## src/sv/cme_pkg.sv

```systemverilog
`timescale 1ns / 1ps

package cme_pkg;

  localparam int DATA_W      = 16;
  localparam int CHAR_W      = 8;
  localparam int CFG_W       = 16;
  localparam int EXP_BITS    = 16;
  localparam int CHAR_OFFSET = 96;

  localparam logic [CFG_W-1:0] MODULUS_RST = 16'd91;
  localparam logic [CFG_W-1:0] ENC_EXP_RST = 16'd5;
  localparam logic [CFG_W-1:0] DEC_EXP_RST = 16'd29;

  typedef enum logic [1:0] {
    REG_MODULUS,
    REG_ENC_EXP,
    REG_DEC_EXP
  } cfg_reg_e;

  // datapath operations
  typedef enum logic [3:0] {
    OP_ACCEPT,
    OP_RED_STEP,
    OP_BASE_FIX,
    OP_SQR_LOAD,
    OP_MUL_STEP,
    OP_ACC_LOAD,
    OP_MUL_LOAD,
    OP_EXP_NEXT,
    OP_EMIT
  } op_e;

  // jump conditions
  typedef enum logic [2:0] {
    JC_NONE,
    JC_NO_INPUT,
    JC_CNT_NZ,
    JC_EXP_ZERO,
    JC_ECNT_NZ,
    JC_OUT_BUSY
  } jc_e;

  localparam int PC_W = 4;

  localparam logic [PC_W-1:0] ST_ACCEPT   = 4'd0;
  localparam logic [PC_W-1:0] ST_RED      = 4'd1;
  localparam logic [PC_W-1:0] ST_BASE     = 4'd2;
  localparam logic [PC_W-1:0] ST_SQR_LOAD = 4'd3;
  localparam logic [PC_W-1:0] ST_SQR      = 4'd4;
  localparam logic [PC_W-1:0] ST_SQR_DONE = 4'd5;
  localparam logic [PC_W-1:0] ST_MUL_LOAD = 4'd6;
  localparam logic [PC_W-1:0] ST_MUL      = 4'd7;
  localparam logic [PC_W-1:0] ST_EXP_NEXT = 4'd8;
  localparam logic [PC_W-1:0] ST_EMIT     = 4'd9;
  localparam logic [PC_W-1:0] PROG_LAST   = ST_EMIT;

  typedef struct packed {
    op_e             op;
    jc_e             jc;
    logic [PC_W-1:0] target;
  } uword_t;

  typedef struct packed {
    logic              operation;
    logic [DATA_W-1:0] data_in;
  } cme_in_t;

  typedef struct packed {
    logic [DATA_W-1:0] residue;
    logic [CHAR_W-1:0] char_out;
  } cme_out_t;

  typedef struct packed {
    logic cnt_nz;
    logic ecnt_nz;
    logic exp_bit;
  } cme_dstat_t;

  typedef struct packed {
    logic       in_valid;
    logic       out_busy;
    cme_dstat_t dp;
  } cme_stat_t;

  // control store: square-and-multiply with interleaved modular multiply
  function automatic uword_t uc_rom(input logic [PC_W-1:0] pc);
    uword_t w;
    case (pc)
      ST_ACCEPT:   w = '{op: OP_ACCEPT,   jc: JC_NO_INPUT, target: ST_ACCEPT};
      ST_RED:      w = '{op: OP_RED_STEP, jc: JC_CNT_NZ,   target: ST_RED};
      ST_BASE:     w = '{op: OP_BASE_FIX, jc: JC_NONE,     target: ST_ACCEPT};
      ST_SQR_LOAD: w = '{op: OP_SQR_LOAD, jc: JC_NONE,     target: ST_ACCEPT};
      ST_SQR:      w = '{op: OP_MUL_STEP, jc: JC_CNT_NZ,   target: ST_SQR};
      ST_SQR_DONE: w = '{op: OP_ACC_LOAD, jc: JC_EXP_ZERO, target: ST_EXP_NEXT};
      ST_MUL_LOAD: w = '{op: OP_MUL_LOAD, jc: JC_NONE,     target: ST_ACCEPT};
      ST_MUL:      w = '{op: OP_MUL_STEP, jc: JC_CNT_NZ,   target: ST_MUL};
      ST_EXP_NEXT: w = '{op: OP_EXP_NEXT, jc: JC_ECNT_NZ,  target: ST_SQR_LOAD};
      ST_EMIT:     w = '{op: OP_EMIT,     jc: JC_OUT_BUSY, target: ST_EMIT};
      default:     w = '{op: OP_ACCEPT,   jc: JC_NONE,     target: ST_ACCEPT};
    endcase
    return w;
  endfunction

endpackage

```

## src/sv/char_modular_exponentiation_core.sv

```systemverilog
`timescale 1ns / 1ps

// character-wise rsa modular exponentiation core
// input channel: in_valid_i / in_ready_o with in_data_i (operation, data_in);
//   operation 0 encrypts a character (offset by 96), 1 decrypts a residue
// output channel: out_valid_o / out_ready_i with out_data_o (residue, char_out)
// config port: cfg_we_i writes cfg_wdata_i to modulus (0), enc exponent (1)
//   or dec exponent (2) at once; write only while no item is in flight
// one item at a time; a 16-step base reduction, then 16 exponent bits, each
//   a square plus, for a set bit, a multiply, all on one shift-and-add
//   modular multiplier
// a new item can be taken once the result has moved to the output register
// the output register holds a finished item while the receiver stalls; the
//   sequencer waits at its emit step until that register is free
// reset returns the sequencer to its accept step, empties the output register
//   and sets modulus 91, enc exponent 5, dec exponent 29
module char_modular_exponentiation_core #(
  parameter int MOD_WIDTH = 16
) (
  input  logic                      clk_i,
  input  logic                      rst_ni,
  input  logic                      in_valid_i,
  output logic                      in_ready_o,
  input  cme_pkg::cme_in_t          in_data_i,
  output logic                      out_valid_o,
  input  logic                      out_ready_i,
  output cme_pkg::cme_out_t         out_data_o,
  input  logic                      cfg_we_i,
  input  logic [1:0]                cfg_idx_i,
  input  logic [cme_pkg::CFG_W-1:0] cfg_wdata_i
);
  import cme_pkg::*;

  // configuration registers
  logic [CFG_W-1:0] modulus_q, enc_exp_q, dec_exp_q;

  always_ff @(posedge clk_i or negedge rst_ni) begin
    if (!rst_ni) begin
      modulus_q <= MODULUS_RST;
      enc_exp_q <= ENC_EXP_RST;
      dec_exp_q <= DEC_EXP_RST;
    end else if (cfg_we_i) begin
      case (cfg_idx_i)
        REG_MODULUS: modulus_q <= cfg_wdata_i;
        REG_ENC_EXP: enc_exp_q <= cfg_wdata_i;
        REG_DEC_EXP: dec_exp_q <= cfg_wdata_i;
        default: begin
        end
      endcase
    end
  end

  // sequencer and datapath
  uword_t            uword;
  cme_stat_t         stat;
  cme_dstat_t        dstat;
  logic [DATA_W-1:0] residue;
  logic              in_fire, out_busy, emit;

  logic              out_valid_q;
  cme_out_t          out_q;

  assign in_ready_o = uword.op == OP_ACCEPT;
  assign in_fire    = in_valid_i && in_ready_o;
  assign out_busy   = out_valid_q && !out_ready_i;
  assign emit       = (uword.op == OP_EMIT) && !out_busy;

  assign stat.in_valid = in_valid_i;
  assign stat.out_busy = out_busy;
  assign stat.dp       = dstat;

  cme_seq u_seq (
    .clk_i   (clk_i),
    .rst_ni  (rst_ni),
    .stat_i  (stat),
    .uword_o (uword)
  );

  cme_dp #(
    .MOD_WIDTH (MOD_WIDTH)
  ) u_dp (
    .clk_i     (clk_i),
    .rst_ni    (rst_ni),
    .load_i    (in_fire),
    .in_data_i (in_data_i),
    .modulus_i (modulus_q),
    .enc_exp_i (enc_exp_q),
    .dec_exp_i (dec_exp_q),
    .uword_i   (uword),
    .dstat_o   (dstat),
    .residue_o (residue)
  );

  // output register, holds the item while the receiver stalls
  always_ff @(posedge clk_i or negedge rst_ni) begin
    if (!rst_ni) begin
      out_valid_q <= 1'b0;
    end else if (emit) begin
      out_valid_q <= 1'b1;
    end else if (out_ready_i) begin
      out_valid_q <= 1'b0;
    end
  end

  always_ff @(posedge clk_i) begin
    if (emit) begin
      out_q.residue  <= residue;
      out_q.char_out <= residue[CHAR_W-1:0] + CHAR_W'(CHAR_OFFSET);
    end
  end

  assign out_valid_o = out_valid_q;
  assign out_data_o  = out_q;

`ifndef NO_ASSERTIONS
  a_one_in_flight: assert property (@(posedge clk_i) disable iff (!rst_ni)
    in_fire |=> !in_ready_o)
    else $error("second item taken while one is in flight");

  a_no_overwrite: assert property (@(posedge clk_i) disable iff (!rst_ni)
    (out_valid_q && !out_ready_i) |=> out_valid_q && $stable(out_q))
    else $error("pending output item overwritten or dropped");
`endif

endmodule

```

## src/sv/cme_seq.sv

```systemverilog
`timescale 1ns / 1ps

module cme_seq (
  input  logic               clk_i,
  input  logic               rst_ni,
  input  cme_pkg::cme_stat_t stat_i,
  output cme_pkg::uword_t    uword_o
);
  import cme_pkg::*;

  logic [PC_W-1:0] pc_q, pc_d;
  uword_t          uw;
  logic            jump;

  assign uw      = uc_rom(pc_q);
  assign uword_o = uw;

  always_comb begin
    case (uw.jc)
      JC_NO_INPUT: jump = !stat_i.in_valid;
      JC_CNT_NZ:   jump = stat_i.dp.cnt_nz;
      JC_EXP_ZERO: jump = !stat_i.dp.exp_bit;
      JC_ECNT_NZ:  jump = stat_i.dp.ecnt_nz;
      JC_OUT_BUSY: jump = stat_i.out_busy;
      default:     jump = 1'b0;
    endcase
  end

  always_comb begin
    if (jump) begin
      pc_d = uw.target;
    end else if (pc_q == PROG_LAST) begin
      pc_d = ST_ACCEPT;
    end else begin
      pc_d = pc_q + 1'b1;
    end
  end

  always_ff @(posedge clk_i or negedge rst_ni) begin
    if (!rst_ni) begin
      pc_q <= ST_ACCEPT;
    end else begin
      pc_q <= pc_d;
    end
  end

endmodule

```

## src/sv/cme_dp.sv

```systemverilog
`timescale 1ns / 1ps

module cme_dp #(
  parameter int MOD_WIDTH = 16
) (
  input  logic                      clk_i,
  input  logic                      rst_ni,
  input  logic                      load_i,
  input  cme_pkg::cme_in_t          in_data_i,
  input  logic [cme_pkg::CFG_W-1:0] modulus_i,
  input  logic [cme_pkg::CFG_W-1:0] enc_exp_i,
  input  logic [cme_pkg::CFG_W-1:0] dec_exp_i,
  input  cme_pkg::uword_t           uword_i,
  output cme_pkg::cme_dstat_t       dstat_o,
  output logic [cme_pkg::DATA_W-1:0] residue_o
);
  import cme_pkg::*;

  localparam int W    = MOD_WIDTH;
  localparam int NW   = (MOD_WIDTH < DATA_W) ? MOD_WIDTH : DATA_W;
  localparam int CMAX = (MOD_WIDTH > EXP_BITS) ? MOD_WIDTH : EXP_BITS;
  localparam int CW   = $clog2(CMAX);
  localparam int EW   = $clog2(EXP_BITS);

  logic [W-1:0]        n_q, base_q, acc_q, prod_q, mplr_q, mcand_q, r_q;
  logic [DATA_W-1:0]   val_q;
  logic [EXP_BITS-1:0] exp_q;
  logic [CW-1:0]       cnt_q;
  logic [EW-1:0]       ecnt_q;
  logic                neg_q, zero_q;

  // input capture
  logic [W-1:0]      n_in;
  logic [DATA_W-1:0] off, mag;
  logic              under;

  assign n_in  = W'(modulus_i[NW-1:0]);
  assign off   = DATA_W'(CHAR_OFFSET);
  assign under = in_data_i.data_in < off;
  assign mag   = under ? off - in_data_i.data_in : in_data_i.data_in - off;

  // shift-in reduction step
  logic [W:0]   nx, t_red;
  logic [W-1:0] r_nxt;

  assign nx    = {1'b0, n_q};
  assign t_red = {r_q, val_q[DATA_W-1]};
  assign r_nxt = (t_red >= nx) ? W'(t_red - nx) : t_red[W-1:0];

  // interleaved modular multiply step
  logic [W:0]   d_dbl, s_add;
  logic [W-1:0] d_red, addend, p_nxt;

  assign d_dbl  = {prod_q, 1'b0};
  assign d_red  = (d_dbl >= nx) ? W'(d_dbl - nx) : d_dbl[W-1:0];
  assign addend = mplr_q[W-1] ? mcand_q : '0;
  assign s_add  = {1'b0, d_red} + {1'b0, addend};
  assign p_nxt  = (s_add >= nx) ? W'(s_add - nx) : s_add[W-1:0];

  logic [W-1:0] base_nxt;
  assign base_nxt = (neg_q && (r_q != '0)) ? n_q - r_q : r_q;

  always_ff @(posedge clk_i) begin
    if (load_i) begin
      n_q    <= n_in;
      zero_q <= n_in < W'(2);
      if (in_data_i.operation) begin
        val_q <= in_data_i.data_in;
        neg_q <= 1'b0;
        exp_q <= dec_exp_i;
      end else begin
        val_q <= mag;
        neg_q <= under;
        exp_q <= enc_exp_i;
      end
      r_q   <= '0;
      cnt_q <= CW'(DATA_W - 1);
    end else begin
      case (uword_i.op)
        OP_RED_STEP: begin
          r_q   <= r_nxt;
          val_q <= {val_q[DATA_W-2:0], 1'b0};
          cnt_q <= cnt_q - 1'b1;
        end
        OP_BASE_FIX: begin
          base_q <= base_nxt;
          acc_q  <= W'(1);
          ecnt_q <= EW'(EXP_BITS - 1);
        end
        OP_SQR_LOAD: begin
          mplr_q  <= acc_q;
          mcand_q <= acc_q;
          prod_q  <= '0;
          cnt_q   <= CW'(MOD_WIDTH - 1);
        end
        OP_MUL_STEP: begin
          prod_q <= p_nxt;
          mplr_q <= {mplr_q[W-2:0], 1'b0};
          cnt_q  <= cnt_q - 1'b1;
        end
        OP_ACC_LOAD: begin
          acc_q <= prod_q;
        end
        OP_MUL_LOAD: begin
          mplr_q  <= acc_q;
          mcand_q <= base_q;
          prod_q  <= '0;
          cnt_q   <= CW'(MOD_WIDTH - 1);
        end
        OP_EXP_NEXT: begin
          acc_q  <= prod_q;
          exp_q  <= {exp_q[EXP_BITS-2:0], 1'b0};
          ecnt_q <= ecnt_q - 1'b1;
        end
        default: begin
        end
      endcase
    end
  end

  assign dstat_o.cnt_nz  = cnt_q != '0;
  assign dstat_o.ecnt_nz = ecnt_q != '0;
  assign dstat_o.exp_bit = exp_q[EXP_BITS-1];

  // modulus 0 or 1 gives residue 0
  assign residue_o = zero_q ? '0 : DATA_W'(acc_q[NW-1:0]);

`ifndef NO_ASSERTIONS
  a_prod_reduced: assert property (@(posedge clk_i) disable iff (!rst_ni)
    (uword_i.op == OP_MUL_STEP && !zero_q) |-> prod_q < n_q)
    else $error("partial product not reduced below modulus");

  a_acc_reduced: assert property (@(posedge clk_i) disable iff (!rst_ni)
    (uword_i.op == OP_EMIT && !zero_q) |-> acc_q < n_q)
    else $error("result not reduced below modulus");
`endif

endmodule
```

## config.mk

```make
export PLATFORM = sky130hd
export DESIGN_NAME = char_modular_exponentiation_core
export DESIGN_NICKNAME = d
export VERILOG_FILES = /design/src/sv/cme_pkg.sv /design/src/sv/char_modular_exponentiation_core.sv /design/src/sv/cme_seq.sv /design/src/sv/cme_dp.sv
export SDC_FILE = /design/constraint.sdc
export NUM_CORES = 1
export LEC_CHECK = 0
export BUFFER_PORTS_ARGS = -buffer_cell sky130_fd_sc_hd__buf_2
export CORE_UTILIZATION = 30
export DETAILED_ROUTE_END_ITERATION = 10
export MAX_ROUTING_LAYER = met4
export SYNTH_ARGS = -nofsm -noshare
export SYNTH_HDL_FRONTEND = slang
export SYNTH_SLANG_ARGS = --single-unit
export TNS_END_PERCENT = 30
```

## constraint.sdc

```tcl
create_clock -name clk_i -period 5.7 [get_ports clk_i]
set_input_delay 0 -clock clk_i [delete_from_list [all_inputs] [get_ports clk_i]]
set_output_delay 0 -clock clk_i [all_outputs]
set_load 0.02 [all_outputs]
```

==> flow_summary.yaml, run 1 <==
place:
  dp.cells: 2122
  place.gp.congestion: 0.935
  hpwl_um: 30400
  io_buffers: 65
  preCtsSetupSlack_ns: -0.343
timing:
  fin_crit_sh: 0.990
  setup_ws_ns: 0.0552
  rsz0062_at_grt: "yes"
  skew_ns: 0.0235
  period_minus_slack_ns: 5.64
  setup_tns_ns: 0
  hold_viol_final: 0
  final_max_slew_viol_count: 0
  worst_pin_slew_ns: 0.939
  fmax_ghz: 0.177
  setup-violations-final: 0
  relSlewSlack: 0.372
floorplan:
  row_count: 79
  pin_count: 66
  die-area_um2: 47900
  die_w_um: 219
  coreArea_um2: 46500
  die_h_um: 219
  start_util: 0.304
finish:
  synthToLayoutAreaGrowth_pct: 26.3
  instances_no_fill: 2220
  diodes: 0
  layout.nets: 1732
  register_area_um2: 6330
  drive_gt1_frac: 0.285
  nFillCells: 4565
  multiInputGateArea_um2: 7650
status:
  status: "completed"
routing:
  drt.antenna.violating_nets: 0
  route.detailed.drc: 0
  wl_um: 40100
  first_iter_violations: 807
  vias_per_cell: 5.13
  first_pass_iters: 5
  wl_per_cell_um: 18.1
  via_count: 11400
setup_path:
  r2r-start: "u_dp.prod_q[0]$_SDFFCE_PP0P_"
  worst_setup_path_end_kind: "register"
  path_max_fanout: 5
  cp_data_required_time_ns: 5.96
  endpoint: "u_dp.prod_q[9]$_SDFFCE_PP0P_"
  critPathLaunchType: "register"
  worstSetupPathType: "register to register"
  arrival_ns: 5.91
  ff2ff_path_depth: 25
  rrSetupSlack_ns: 0.06
  crit_path_start: "u_dp.prod_q[0]$_SDFFCE_PP0P_"
  worstReg2RegEnd: "u_dp.prod_q[9]$_SDFFCE_PP0P_"
synthesis:
  synth.most_common_cell: "edfxtp_1"
  synth-edff-count: 153
  synth_area_leaders: "edfxtp_1 (33%), ha_1 (8.2%), dfrtp_1 (7.4%), mux2_2 (7.3%), o21ai_0 (3.1%)"
  synthFlopType: "edfxtp_1"
  yosys-top-cells-count: "edfxtp_1 (153), nand2_1 (114), ha_1 (93)"
  syn_inst: 1355
  yosysSeqAreaShare: 0.449
  synth_area_um2: 14100
  ys_ff_latch: 226
  async_reset_ff_frac: 0.235
  syn_avg_cell_area_um2: 10.4
  synth_top_area_frac: 0.326
  synth_top_cell_by_area: "edfxtp_1"
  yosys_warnings: 0
  ys_types: 87
  synth_nets: 1493
clocking:
  htree_levels: 1
  cts_buffer_depth: 3
  cts_tree: "done"
  clkLatencyLatePin_ns: 0.55
  cts.sinks: 226
  clk_pin_slew_ns: 0.06
  cts_buffers: 25
  cts_root_buf: "clkbuf_16"
min_path:
  hold_start: "in_valid_i"
  hp-class: "primary input to register"
global_routing:
  grt_max_degree: 66
  grt_pass1_vias: 11300
  grt_usage: 0.171
  grt_pass1_wl_um: 62000
  antenna_found_initial: 0
  gr-total-overflow: 0
job:
  max-cap-violations: 0
## metal layers
layer | routed length, µm | track usage | vias to the layer above
li1 | - | - | 5472
met1 | 17700 | 0.211 | 5511
met2 | 18800 | 0.278 | 321
met3 | 2280 | 0.0353 | 93
met4 | 1300 | 0.0549 | 0
met5 | 0 | - | -
## sequential cells by signal (all words and copies together) (netlist names), 4 cells and up
name,cells
u_dp.val_q,16
u_dp.acc_q,16
u_dp.ecnt_q,4
u_dp.r_q,16
u_seq.pc_q,4
u_dp.prod_q,16
u_dp.cnt_q,4
u_dp.n_q,16
u_dp.base_q,16
enc_exp_q,16
u_dp.mplr_q,16
u_dp.exp_q,16
out_data_o,19
modulus_q,16
u_dp.mcand_q,16
dec_exp_q,16
## how the worst min path moves through the flow
stage	endpoint	slack, ns	cells after the start
4_1_cts	u_dp.cnt_q[1]$_SDFFE_PP1P_	0.04	4
2_1_floorplan	dec_exp_q[10]$_DFFE_PN0P_	-0.30	0
6_report	u_dp.cnt_q[1]$_SDFFE_PP1P_	0.05	4
3_3_place_gp	modulus_q[7]$_DFFE_PN0P_	0.16	2
5_1_grt	u_dp.val_q[6]$_DFFE_PP_	0.07	3
3_5_place_dp	modulus_q[7]$_DFFE_PN0P_	0.17	2
## worst max-delay path, stage by stage (launching register included)
cell and delay, ns:
edfxtp_1 0.50, buf_4 0.18, buf_4 0.14, fa_2 0.39, a211oi_2 0.26, o21bai_2 0.11
a21oi_2 0.18, o21ai_1 0.11, xor2_1 0.16, mux2_2 0.27, ha_1 0.30, buf_4 0.14
nand2_2 0.09, o31ai_4 0.41, a21oi_2 0.13, xnor2_2 0.17, ha_1 0.34, buf_6 0.13
nand4_1 0.14, nor2_1 0.10, nand2_1 0.11, o2111ai_2 0.15, or3_4 0.45, buf_4 0.17
mux2i_1 0.15, nor2_1 0.05
## final cells by class
class / instances / share of cell area
Sequential cell: 226 / 0.356
Timing Repair Buffer: 264 / 0.109
Clock buffer: 36 / 0.0391
Multi-Input combinational cell: 997 / 0.429
Inverter: 80 / 0.0169
Clock inverter: 10 / 0.00744
Tap cell: 607 / 0.0426
## per-stage QoR
step | hold slack (ns) | util | area, µm²
after global placement | 0.161 | 0.347 | 16100
final | 0.0452 | 0.383 | 17800
after detailed placement | 0.172 | 0.347 | 16100
after floorplan | -0.296 | - | 14100
after CTS | 0.0386 | 0.378 | 17500
after global routing | 0.0729 | 0.383 | 17800
## what timing repair did
action,in CTS,in global routing
hold endpoints to repair,116,0
setup endpoints to repair,15,16
pin swaps,19,46
gates cloned,0,0
hold buffers,34,0
setup buffers,14,6
resized for setup,33,51
## logic make-up after synthesis
family	count (synthesis)	share of synthesized area
buffers and inverters	132	0.0387
AOI/OAI and AO/OA	315	0.145
and+or+nand+nor	402	0.146
DFF	226	0.449
xor gates and xnor gates	66	0.0410
adders and majority gates	98	0.0896
muxes	116	0.0904
## cell usage in the layout (no fill, tap or decap), drive strengths merged, types with 42 or more instances in the layout
cell type / count
buf: 230
edfxtp: 153
nand2: 114
ha: 93
mux2: 92
o21ai: 92
a21oi: 82
inv: 81
nor2: 78
xnor2: 49
dfrtp: 42
Power of run 1 is left out: the tool's default activity adds up to more than one toggle a clock period on the data nets, which glitch-free logic cannot reach.
==> run 2, diff against run 1 <==
--- a/config.mk
+++ b/config.mk
@@ -11,5 +11,6 @@
 export MAX_ROUTING_LAYER = met4
 export SYNTH_ARGS = -nofsm -noshare
 export SYNTH_HDL_FRONTEND = slang
+export SYNTH_HIERARCHICAL = 1
 export SYNTH_SLANG_ARGS = --single-unit
 export TNS_END_PERCENT = 30
==> flow_summary.yaml, run 2 <==
routing:
  first_iter_violations: 611
  drt.antenna.violating_nets: 0
  via_count: 11200
  first_pass_iters: 7
  wl_um: 38100
  wl_per_cell_um: 17.0
  vias_per_cell: 5.00
  route.detailed.drc: 0
global_routing:
  grt_usage: 0.163
  gr-total-overflow: 0
  grt_max_degree: 55
  antenna_found_initial: 0
  grt_pass1_wl_um: 59800
  grt_pass1_vias: 11100
timing:
  skew_ns: 0.0194
  worst_pin_slew_ns: 1.13
  setup_tns_ns: 0
  setup-violations-final: 0
  final_max_slew_viol_count: 0
  period_minus_slack_ns: 5.59
  fin_crit_sh: 0.981
  rsz0062_at_grt: "yes"
  relSlewSlack: 0.244
  fmax_ghz: 0.179
  hold_viol_final: 0
floorplan:
  row_count: 79
  die-area_um2: 47800
  start_util: 0.303
  coreArea_um2: 46500
  die_h_um: 219
  die_w_um: 219
  pin_count: 66
clocking:
  clk_pin_slew_ns: 0.06
  cts_buffer_depth: 3
  clkLatencyLatePin_ns: 0.57
  cts_buffers: 26
  cts_tree: "done"
  cts.sinks: 226
  cts_root_buf: "clkbuf_16"
  htree_levels: 1
setup_path:
  worstSetupPathType: "register to register"
  path_max_fanout: 8
  cpPeakStageDelay_ns: 0.42
  worst_setup_path_end_kind: "register"
  arrival_ns: 5.90
  crit_top_cell: "a21o_1"
  crit_slowest_cell: "edfxtp_1"
  cp_data_required_time_ns: 6.01
  critPathLaunchType: "register"
job:
  max-cap-violations: 0
place:
  hpwl_um: 27900
  place.gp.congestion: 0.904
  io_buffers: 65
status:
  status: "completed"
finish:
  synthToLayoutAreaGrowth_pct: 26.4
  multiInputGateArea_um2: 7670
  nFillCells: 4635
  final_util: 0.383
  largest_reg_flops: 19
  layout.nets: 1748
  final_common_cell: "edfxtp_1"
  register_area_um2: 6330
  mostFrequentLayoutCells: "edfxtp_1 (153), buf_4 (145), nand2_1 (126), nor2_1 (110), a21oi_1 (93)"
  diodes: 0
  drive_gt1_frac: 0.272
synthesis:
  syn_inst: 1372
  syn_avg_cell_area_um2: 10.3
  synth_area_um2: 14100
  synth_nets: 1510
  yosys_warnings: 6
min_path:
  hp-class: "primary input to register"
## run 2: routing by layer
metal  wire length (µm)  track usage
met1              17800        0.213
met3               1500       0.0235
met4                988       0.0428
met5                  0            -
met2              17900        0.264
## run 2: final cells by class
type,count,area share
Sequential cell,226,0.356
Timing Repair Buffer,253,0.105
Tap cell,607,0.0427
Multi-Input combinational cell,1026,0.431
Inverter,77,0.0162
Clock inverter,13,0.00858
Clock buffer,35,0.0401
## run 2: worst paths after layout
check	start	to	slack, ns	cells past startpoint
setup / recovery	u_dp/n_q[1]$_DFFE_PP_	u_dp/prod_q[6]$_SDFFCE_PN0P_	0.11	29
hold / removal	in_valid_i	u_dp/n_q[1]$_DFFE_PP_	0.08	2
setup reg to reg	u_dp/n_q[1]$_DFFE_PP_	u_dp/prod_q[6]$_SDFFCE_PN0P_	0.11	29
hold reg to reg	modulus_q[11]$_DFFE_PN0P_	u_dp/n_q[11]$_DFFE_PP_	0.49	0
max in group asynchronous	rst_ni	out_valid_o$_DFFE_PN0P_	5.14	3
min in group asynchronous	rst_ni	dec_exp_q[8]$_DFFE_PN0P_	0.09	3
## run 2: repair_timing
action	in CTS	in global routing
endpoints found under the hold margin	118	0
setup endpoints to repair	16	16
gates resized for setup	41	43
pin swaps	37	44
hold buffers	38	0
gates cloned	1	0
buffers inserted	21	9
## run 2: worst max-delay path, delay by kind of cell (launching register included)
family,cells,cell delay (ns)
multiplexers,1,0.16
flip-flops,1,0.42
AND/OR/NAND/NOR,6,0.63
XOR/XNOR,1,0.24
AO/OA/AOI/OAI,13,2.19
adder cells (fa/ha/maj),4,1.09
buffers and inverters,4,0.57
## run 2: per-stage QoR
stage | worst slack, ns | hold slack (ns) | std cells | instance area [µm²]
2_1_floorplan | 0.0566 | -0.296 | 1372 | 14100
3_3_place_gp | -0.297 | 0.164 | 2124 | 15900
3_5_place_dp | -0.313 | 0.181 | 2124 | 15900
4_1_cts | 0.000309 | 0.0738 | 2231 | 17600
5_1_grt | -0.174 | 0.118 | 2237 | 17800
6_report | 0.108 | 0.0794 | 2237 | 17800
Power of run 2 is left out for the same reason.
